### src/rtl/core/u16u8_pkg.sv
// shared types, constants and byte-level helpers for the utf-16 to utf-8 encoder
// no dependencies
package u16u8_pkg;

    localparam int unsigned CFG_PERCENT_MODE = 0;
    localparam int unsigned MAX_JOB_BYTES    = 6;

    localparam logic [5:0] HIGH_SURR_TAG = 6'h36;
    localparam logic [5:0] LOW_SURR_TAG  = 6'h37;
    localparam logic [7:0] PERCENT_CHAR  = 8'h25;

    // utf-8 form of one code point
    typedef struct packed {
        logic [3:0][7:0] b;
        logic [2:0]      len;
    } utf8_t;

    // work handed from the front to the back: bytes of one input transaction
    typedef struct packed {
        logic [MAX_JOB_BYTES-1:0][7:0] bytes;
        logic [2:0]                    nbytes;
        logic                          eot;
        logic                          pmode;
    } job_t;

    function automatic utf8_t utf8_enc(input logic [20:0] cp);
        utf8_t r;
        r = '0;
        if (cp < 21'h80) begin
            r.b[0] = cp[7:0];
            r.len  = 3'd1;
        end else if (cp < 21'h800) begin
            r.b[0] = {3'b110, cp[10:6]};
            r.b[1] = {2'b10, cp[5:0]};
            r.len  = 3'd2;
        end else if (cp < 21'h10000) begin
            r.b[0] = {4'b1110, cp[15:12]};
            r.b[1] = {2'b10, cp[11:6]};
            r.b[2] = {2'b10, cp[5:0]};
            r.len  = 3'd3;
        end else begin
            r.b[0] = {5'b11110, cp[20:18]};
            r.b[1] = {2'b10, cp[17:12]};
            r.b[2] = {2'b10, cp[11:6]};
            r.b[3] = {2'b10, cp[5:0]};
            r.len  = 3'd4;
        end
        return r;
    endfunction

    // unreserved characters: A-Z a-z 0-9 - . _ ~
    function automatic logic passes_plain(input logic [7:0] u);
        return (u >= 8'h41 && u <= 8'h5a) || (u >= 8'h61 && u <= 8'h7a) ||
               (u >= 8'h30 && u <= 8'h39) || u == 8'h2d || u == 8'h2e ||
               u == 8'h5f || u == 8'h7e;
    endfunction

    function automatic logic [7:0] hex_digit(input logic [3:0] d);
        return (d < 4'd10) ? (8'h30 + {4'b0, d}) : (8'h37 + {4'b0, d});
    endfunction

endpackage

### src/rtl/core/u16u8_front.sv
// front end: accepts utf-16 code units, pairs surrogates, builds utf-8 byte jobs
// depends on u16u8_pkg
module u16u8_front
    import u16u8_pkg::*;
(
    input  logic        aclk,
    input  logic        aresetn,
    input  logic        accept,
    input  logic [15:0] code_unit,
    input  logic        end_of_text,
    input  logic        pmode,
    output logic        push,
    output job_t        job
);

    logic [9:0] held_bits_reg, held_bits_next;
    logic       held_valid_reg, held_valid_next;

    logic       is_high, is_low, pair, emit_unit;
    utf8_t      pair_enc, held_enc, unit_enc;
    logic [20:0] pair_cp;

    assign is_high = code_unit[15:10] == HIGH_SURR_TAG;
    assign is_low  = code_unit[15:10] == LOW_SURR_TAG;
    assign pair    = held_valid_reg && is_low;
    assign emit_unit = !(is_high && !end_of_text);

    assign pair_cp  = {1'b0, held_bits_reg, code_unit[9:0]} + 21'h10000;
    assign pair_enc = utf8_enc(pair_cp);
    assign held_enc = utf8_enc({5'b0, HIGH_SURR_TAG, held_bits_reg});
    assign unit_enc = utf8_enc({5'b0, code_unit});

    always_comb begin
        job       = '0;
        job.eot   = end_of_text;
        job.pmode = pmode;
        if (pair) begin
            job.bytes[3:0] = pair_enc.b;
            job.nbytes     = 3'd4;
        end else if (held_valid_reg) begin
            job.bytes[2:0] = held_enc.b[2:0];
            job.bytes[5:3] = unit_enc.b[2:0];
            job.nbytes     = 3'd3 + (emit_unit ? unit_enc.len : 3'd0);
        end else begin
            job.bytes[3:0] = unit_enc.b;
            job.nbytes     = emit_unit ? unit_enc.len : 3'd0;
        end
    end

    assign push = accept && (job.nbytes != 3'd0);

    always_comb begin
        held_bits_next  = held_bits_reg;
        held_valid_next = held_valid_reg;
        if (accept) begin
            if (!pair && is_high && !end_of_text) begin
                held_bits_next  = code_unit[9:0];
                held_valid_next = 1'b1;
            end else begin
                held_valid_next = 1'b0;
            end
        end
    end

    always_ff @(posedge aclk) begin
        if (!aresetn) begin
            held_bits_reg  <= '0;
            held_valid_reg <= 1'b0;
        end else begin
            held_bits_reg  <= held_bits_next;
            held_valid_reg <= held_valid_next;
        end
    end

    a_eot_clears_hold: assert property (@(posedge aclk) disable iff (!aresetn)
        accept && end_of_text |=> !held_valid_reg)
        else $error("surrogate still held after end of text");

    a_hold_no_push: assert property (@(posedge aclk) disable iff (!aresetn)
        accept && !held_valid_reg && is_high && !end_of_text |-> !push)
        else $error("held high surrogate produced output");

endmodule

### src/rtl/core/u16u8_queue.sv
// short job queue between the front and back ends
// depends on u16u8_pkg
module u16u8_queue
    import u16u8_pkg::*;
#(
    parameter int unsigned DEPTH = 2
) (
    input  logic aclk,
    input  logic aresetn,
    input  logic push,
    input  job_t push_job,
    input  logic pop,
    output logic full,
    output logic head_valid,
    output job_t head_job
);

    localparam int unsigned PTR_W = (DEPTH > 1) ? $clog2(DEPTH) : 1;
    localparam int unsigned CNT_W = $clog2(DEPTH + 1);

    job_t             entries [DEPTH];
    logic [PTR_W-1:0] wr_ptr_reg, wr_ptr_next;
    logic [PTR_W-1:0] rd_ptr_reg, rd_ptr_next;
    logic [CNT_W-1:0] count_reg, count_next;

    assign full       = count_reg == CNT_W'(DEPTH);
    assign head_valid = count_reg != '0;
    assign head_job   = entries[rd_ptr_reg];

    always_comb begin
        wr_ptr_next = wr_ptr_reg;
        rd_ptr_next = rd_ptr_reg;
        count_next  = count_reg;
        if (push) begin
            wr_ptr_next = (wr_ptr_reg == PTR_W'(DEPTH - 1)) ? '0 : wr_ptr_reg + 1'b1;
        end
        if (pop) begin
            rd_ptr_next = (rd_ptr_reg == PTR_W'(DEPTH - 1)) ? '0 : rd_ptr_reg + 1'b1;
        end
        if (push && !pop) begin
            count_next = count_reg + 1'b1;
        end else if (pop && !push) begin
            count_next = count_reg - 1'b1;
        end
    end

    always_ff @(posedge aclk) begin
        if (!aresetn) begin
            wr_ptr_reg <= '0;
            rd_ptr_reg <= '0;
            count_reg  <= '0;
        end else begin
            wr_ptr_reg <= wr_ptr_next;
            rd_ptr_reg <= rd_ptr_next;
            count_reg  <= count_next;
        end
    end

    always_ff @(posedge aclk) begin
        if (push) begin
            entries[wr_ptr_reg] <= push_job;
        end
    end

    a_no_overflow: assert property (@(posedge aclk) disable iff (!aresetn)
        push |-> !full)
        else $error("job queue overflow");

    a_no_underflow: assert property (@(posedge aclk) disable iff (!aresetn)
        pop |-> head_valid)
        else $error("job queue underflow");

endmodule

### src/rtl/core/u16u8_back.sv
// back end: walks the bytes of each job, percent-expands, drives the output register
// depends on u16u8_pkg
module u16u8_back
    import u16u8_pkg::*;
(
    input  logic       aclk,
    input  logic       aresetn,
    input  logic       head_valid,
    input  job_t       head_job,
    output logic       pop,
    output logic       m_tvalid,
    input  logic       m_tready,
    output logic [7:0] m_tdata,
    output logic       m_tlast,
    output logic       m_tuser
);

    logic [2:0] idx_reg, idx_next;
    logic [1:0] phase_reg, phase_next;
    logic       valid_reg, valid_next;
    logic [7:0] data_reg, data_next;
    logic       last_reg, last_next;
    logic       text_last_reg, text_last_next;

    logic [7:0] cur_byte, cur_value;
    logic       plain, byte_done, job_done, load;

    assign cur_byte  = head_job.bytes[idx_reg];
    assign plain     = !head_job.pmode || passes_plain(cur_byte);
    assign byte_done = plain || (phase_reg == 2'd2);
    assign job_done  = byte_done && (idx_reg == head_job.nbytes - 3'd1);
    assign load      = head_valid && (!valid_reg || m_tready);
    assign pop       = load && job_done;

    always_comb begin
        case (phase_reg)
            2'd0:    cur_value = plain ? cur_byte : PERCENT_CHAR;
            2'd1:    cur_value = hex_digit(cur_byte[7:4]);
            2'd2:    cur_value = hex_digit(cur_byte[3:0]);
            default: cur_value = cur_byte;
        endcase
    end

    always_comb begin
        idx_next       = idx_reg;
        phase_next     = phase_reg;
        valid_next     = valid_reg;
        data_next      = data_reg;
        last_next      = last_reg;
        text_last_next = text_last_reg;
        if (load) begin
            valid_next     = 1'b1;
            data_next      = cur_value;
            last_next      = job_done;
            text_last_next = job_done && head_job.eot;
            if (byte_done) begin
                phase_next = 2'd0;
                idx_next   = job_done ? 3'd0 : idx_reg + 3'd1;
            end else begin
                phase_next = phase_reg + 2'd1;
            end
        end else if (m_tready) begin
            valid_next = 1'b0;
        end
    end

    always_ff @(posedge aclk) begin
        if (!aresetn) begin
            idx_reg   <= '0;
            phase_reg <= '0;
            valid_reg <= 1'b0;
        end else begin
            idx_reg   <= idx_next;
            phase_reg <= phase_next;
            valid_reg <= valid_next;
        end
    end

    always_ff @(posedge aclk) begin
        data_reg      <= data_next;
        last_reg      <= last_next;
        text_last_reg <= text_last_next;
    end

    assign m_tvalid = valid_reg;
    assign m_tdata  = data_reg;
    assign m_tlast  = last_reg;
    assign m_tuser  = text_last_reg;

    a_pop_marks_last: assert property (@(posedge aclk) disable iff (!aresetn)
        pop |=> m_tvalid && m_tlast)
        else $error("job retired without run end on output");

    a_text_last_in_run: assert property (@(posedge aclk) disable iff (!aresetn)
        m_tvalid && m_tuser |-> m_tlast)
        else $error("end of text flagged inside a run");

endmodule

### src/rtl/core/utf16_to_utf8_percent_encoder.sv
// top level of the utf-16 to utf-8 / percent encoder
// depends on u16u8_pkg, u16u8_front, u16u8_queue, u16u8_back
//
// usage:
//   input stream: one utf-16 code unit per transaction on s_tdata, s_tlast set on
//   the final unit of a text. output stream: one byte per transaction on m_tdata,
//   m_tlast on the final byte caused by an input transaction, m_tuser on the final
//   byte of the whole text.
//   a high surrogate that does not end the text is held until the next unit arrives
//   and produces no output of its own; lone surrogates come out in the 3-byte form.
//   register 0 (percent_mode) at apb address 0 selects raw utf-8 (0) or
//   percent-encoded ascii (1); write it only while the encoder is idle.
// path: the queue takes the job at the accepting edge, then the output register loads it
// throughput: the byte walker in the back end emits one byte per cycle while m_tready is high,
//   and a unit produces 0 to 18 bytes (e.g. 12 for a percent-encoded surrogate pair);
//   single-byte units stream at one per cycle while the output is not stalled.
// reset: aresetn low for one clock empties the job queue, drops any held
//   surrogate and returns percent_mode to raw utf-8.
// stall: with m_tready low the current byte holds on the output register; the
//   job queue keeps taking input until it is full, then s_tready falls.
module utf16_to_utf8_percent_encoder
    import u16u8_pkg::*;
#(
    parameter int unsigned QUEUE_DEPTH = 2
) (
    input  logic        aclk,
    input  logic        aresetn,
    // input stream
    input  logic        s_tvalid,
    output logic        s_tready,
    input  logic [15:0] s_tdata,   // [15:0] code_unit
    input  logic        s_tlast,   // end_of_text
    // output stream
    output logic        m_tvalid,
    input  logic        m_tready,
    output logic [7:0]  m_tdata,   // [7:0] out_value
    output logic        m_tlast,   // run_last
    output logic        m_tuser,   // [0] text_last
    // configuration port
    input  logic        psel,
    input  logic        penable,
    input  logic        pwrite,
    input  logic [2:0]  paddr,
    input  logic [31:0] pwdata,
    output logic [31:0] prdata,
    output logic        pready
);

    logic percent_mode_reg, percent_mode_next;
    logic cfg_write, cfg_hit;

    logic s_accept;
    logic push, pop, queue_full, head_valid;
    job_t push_job, head_job;

    // register file: one bit, byte address 4*index
    assign pready    = 1'b1;
    assign cfg_hit   = paddr[2:2] == 1'(CFG_PERCENT_MODE);
    assign cfg_write = psel && penable && pwrite && pready;
    assign prdata    = cfg_hit ? {31'b0, percent_mode_reg} : 32'b0;

    always_comb begin
        percent_mode_next = percent_mode_reg;
        if (cfg_write && cfg_hit) begin
            percent_mode_next = pwdata[0];
        end
    end

    always_ff @(posedge aclk) begin
        if (!aresetn) begin
            percent_mode_reg <= 1'b0;
        end else begin
            percent_mode_reg <= percent_mode_next;
        end
    end

    // front takes a transaction whenever the queue has a free slot
    assign s_tready = !queue_full;
    assign s_accept = s_tvalid && s_tready;

    u16u8_front u_front (
        .aclk        (aclk),
        .aresetn     (aresetn),
        .accept      (s_accept),
        .code_unit   (s_tdata),
        .end_of_text (s_tlast),
        .pmode       (percent_mode_reg),
        .push        (push),
        .job         (push_job)
    );

    u16u8_queue #(
        .DEPTH (QUEUE_DEPTH)
    ) u_queue (
        .aclk       (aclk),
        .aresetn    (aresetn),
        .push       (push),
        .push_job   (push_job),
        .pop        (pop),
        .full       (queue_full),
        .head_valid (head_valid),
        .head_job   (head_job)
    );

    u16u8_back u_back (
        .aclk       (aclk),
        .aresetn    (aresetn),
        .head_valid (head_valid),
        .head_job   (head_job),
        .pop        (pop),
        .m_tvalid   (m_tvalid),
        .m_tready   (m_tready),
        .m_tdata    (m_tdata),
        .m_tlast    (m_tlast),
        .m_tuser    (m_tuser)
    );

endmodule

### config.mk
export PLATFORM = sky130hd
export DESIGN_NAME = utf16_to_utf8_percent_encoder
export DESIGN_NICKNAME = d
export VERILOG_FILES = /design/src/rtl/core/u16u8_pkg.sv /design/src/rtl/core/u16u8_front.sv /design/src/rtl/core/u16u8_queue.sv /design/src/rtl/core/u16u8_back.sv /design/src/rtl/core/utf16_to_utf8_percent_encoder.sv
export SDC_FILE = /design/constraint.sdc
export NUM_CORES = 1
export LEC_CHECK = 0
export BUFFER_PORTS_ARGS = -buffer_cell sky130_fd_sc_hd__buf_4
export CORE_MARGIN = 2
export CORE_UTILIZATION = 40
export DETAILED_ROUTE_END_ITERATION = 8
export SETUP_SLACK_MARGIN = 0.3
export SLEW_MARGIN = 30
export SYNTH_ARGS = -nofsm -noshare
export SYNTH_HDL_FRONTEND = slang
export SYNTH_SLANG_ARGS = --single-unit
### constraint.sdc
create_clock -name aclk -period 7.8 [get_ports aclk]
set_input_delay 0.78 -clock aclk [delete_from_list [all_inputs] [get_ports aclk]]
set_output_delay 0.78 -clock aclk [all_outputs]
set_load 0.1 [all_outputs]
==> results.md <==
- Status: completed
- Remaining antenna violation count: 0
- Vias: roughly 5000
- DP HPWL: about 12 mm
- # Post-CTS Setup Buffers: 0
- Worst setup SP type: register
- Crit path DAT: 5.46 ns
- Routed WL: 16.89 mm
- Site Rows: slightly below 50
- Routed len/inst: between 15 and 20 um
- Total leakage power: 2.878 nW
- CP Capture Type: register
- Post-route cell area: roughly 0.0082 sq mm
- Power Density: 289.9 mW/mm^2
- Setup CP Type: reg2reg
- Cell variety after synth: just under 80
- Syn. warnings: 0
- Number of port buffers: 38
- Filler instances: 1678
- Initial antenna violation count: 0
- Die Area: 0.01933 sq mm
- First-pass GRT wire length: 27.27 mm
- Core ar.: 0.01790 sq mm
- Hold Crit Class: reg2reg
- Post-CTS sizing: 0
- Placement Cell Area: 0.007621 sq mm
- Fmax: ~200 MHz
- Vias in the first global route: 5015
- Largest net degree at the start of global routing: 43
- Overall Global Routing Usage: 0.1788
- DIE WIDTH: 139.0 um
- Crit path time final: 5.124 ns
- Initial Util: 0.4073
- Sequential cell area: around 0.0037 sq mm
- Reg power frac: 0.368
- Req. time, crit path: ~8.1 ns
- Relative slew slack: 0.3772
- Share of layout cells above drive strength 1: 0.1753
- Sink Count: between 100 and 150
- Most common library cell in the layout ignoring fill and taps: edfxtp_1
- Hold_sp: u_queue.rd_ptr_reg
- Most frequent cells in the layout: 108 x edfxtp_1, 50 x nor2_1, 46 x buf_4, 44 x nand2_1
- Ports: 104
- Clock latency at the later pin of the worst-skew pair: 0.42 ns
- Dpl ws: 2.585 ns
- Post-Syn Area: ~0.0073 sq mm
- Largest register FFs: 98
- Max clock buf depth: 2
- DRC: 0
- Comb pwr share: 0.307
- DR iter-0 viols: 359
- Clock network fraction of design power: 0.325
- Synth Register Bits: 131
- Synthesized netlist cell count: 634
- Max Cap Viol: 0
- H-tree Lvls: 4
- CTS Root Cell: clkbuf_16
- CTS hold repair buffers: 0
- Async set-reset flop share out of synthesis: 0
- RSZ-0062 raised after global routing: false
- Inserted Diodes: 0
- Slew @ Worst Pin: 0.9307 ns
- Initial DRT Pass Iterations: 6
- Total grt overflow: 0
- Switch share: 0.3675
- Area delta synth->final: 12.46%
- Psw: just under 0.0009 W
- Clk slew on worst S/H paths: around 0.060 ns
- Internal power: 0.001504 W
- Setup TNS: 0 ns
- Die Span Y: 139.0 um
- Sequential share of the synthesized area: 0.5079
- Area of the multi-input gates: about 0.0032 sq mm
- Clock skew: 0.01522 ns
- Setup ws final: 2.676 ns
- Worst hold slack: about 0.49 ns
- CTS tree: yes
- Crit-path max FO: 23
- Syn Area/Cell: 11.50 sq um
- Placer Congestion: between 0.9 and 1
- Vias per cell: 5.561
- Final setup vio count: 0
- Most common flop cell mapped by yosys: edfxtp_1
- CTS Buf Count: 17
- Post-synth EDFFs: 108
- Period utilisation layout: 0.6569
- Max Slew Vio Count: 0
- Peak supply drop: around 0.00019 V
- Nets: 737
- Final Hold Fails: 0
## cell usage after synthesis, drive strengths merged, types with 3 or more instances
library cell  instances  area (sq um)
nor3                  8         40.04
a31oi                 8         50.05
mux2i                33         330.3
a22oi                 9         67.56
a21boi                6         48.79
a21oi                34         173.9
o22a                  3         26.28
o21ai                16         80.07
o211ai                3         22.52
o221ai                7         61.31
a22o                  7         61.31
and2                 10         65.06
inv                  25         93.84
nor4                  5         37.53
mux4                 14         334.1
nand3                 8         40.04
a311oi                3         32.53
clkbuf               25         95.09
or2                   8         50.05
buf                  44         344.1
nand2b                6         37.54
nor2b                21         131.4
edfxtp              108          3243
dfxtp                23         460.4
o22ai                 5         31.28
nor2                 51         191.4
a221o                 3         30.03
a222oi                7         70.07
a211oi                5         77.58
xnor2                 7         61.31
ha                   18         225.2
a221oi               13         120.1
nand2                44         165.2
o21a                  4         30.03
and3                  5         31.28
nand4                 5         46.29
or3                   4         25.02
## path summary, 6_finish.rpt
| path | end | slack [ns] | cells after the start |
|---|---|---|---|
| setup / recovery | u_queue.count_reg[1] | 2.68 | 16 |
| setup reg to reg | u_queue.count_reg[1] | 2.68 | 16 |
| hold reg to reg | register | 0.49 | 2 |
| hold / removal | register | 0.49 | 2 |
## power groups by stage
stage | Clock, W | Combinational [W] | Sequential [W]
global placement | 0 | 0.000728 | 0.000885
floorplan | 0 | 0.000472 | 0.00100
finish | 0.000773 | 0.000731 | 0.000874
detailed placement | 0 | 0.000733 | 0.000890
CTS | 0.000788 | 0.000735 | 0.000875
global route | 0.000818 | 0.000790 | 0.000881
## metal layers
metal  wire length (um)  global-route usage
met5                  0                   0
met4                256             0.05795
met3                820             0.04109
met2               8375              0.2938
met1               7440              0.2357
## metrics by stage
step / util / instances / total power, W
after floorplan: - / 664 / 0.001477
after global placement: 0.4252 / 870 / 0.001613
after CTS: 0.4581 / 902 / 0.002398
after global routing: 0.4581 / 902 / 0.002490
final: 0.4581 / 902 / 0.002378
after detailed placement: 0.4257 / 870 / 0.001623
## layout make-up
class	count	share of cell area
Clock inverter	14	0.01709
Clock buffer	18	0.05356
Multi-Input combinational cell	438	0.3886
Timing Repair Buffer	46	0.04211
Tap cell	229	0.03494
Sequential cell	131	0.4518
Inverter	26	0.01190
## worst max-delay path, stage by stage (launching register included)
cell      delay, ns
dfxtp_2        0.84
buf_4          0.39
mux2i_1        0.27
a221oi_1       0.12
a211oi_2       0.62
inv_1          0.22
ha_1           0.30
a22oi_1        0.16
nor3_1         0.06
o21ai_1        0.25
o221ai_1       0.15
a211oi_2       0.52
nor2_1         0.14
nand2_1        0.14
ha_1           0.28
or3_1          0.37
a21boi_0       0.20
## cells by family after synthesis
family	after synthesis	share of synthesized area
AOI/OAI and AO/OA	150	0.1582
adders and majority gates	18	0.03089
buffers and inverters	95	0.07361
DFF	131	0.5079
and+or+nand+nor	180	0.1234
xor gates and xnor gates	9	0.01081
other	2	0.001030
muxes	49	0.09420
Note: power is estimated with default switching activity, not from simulation.
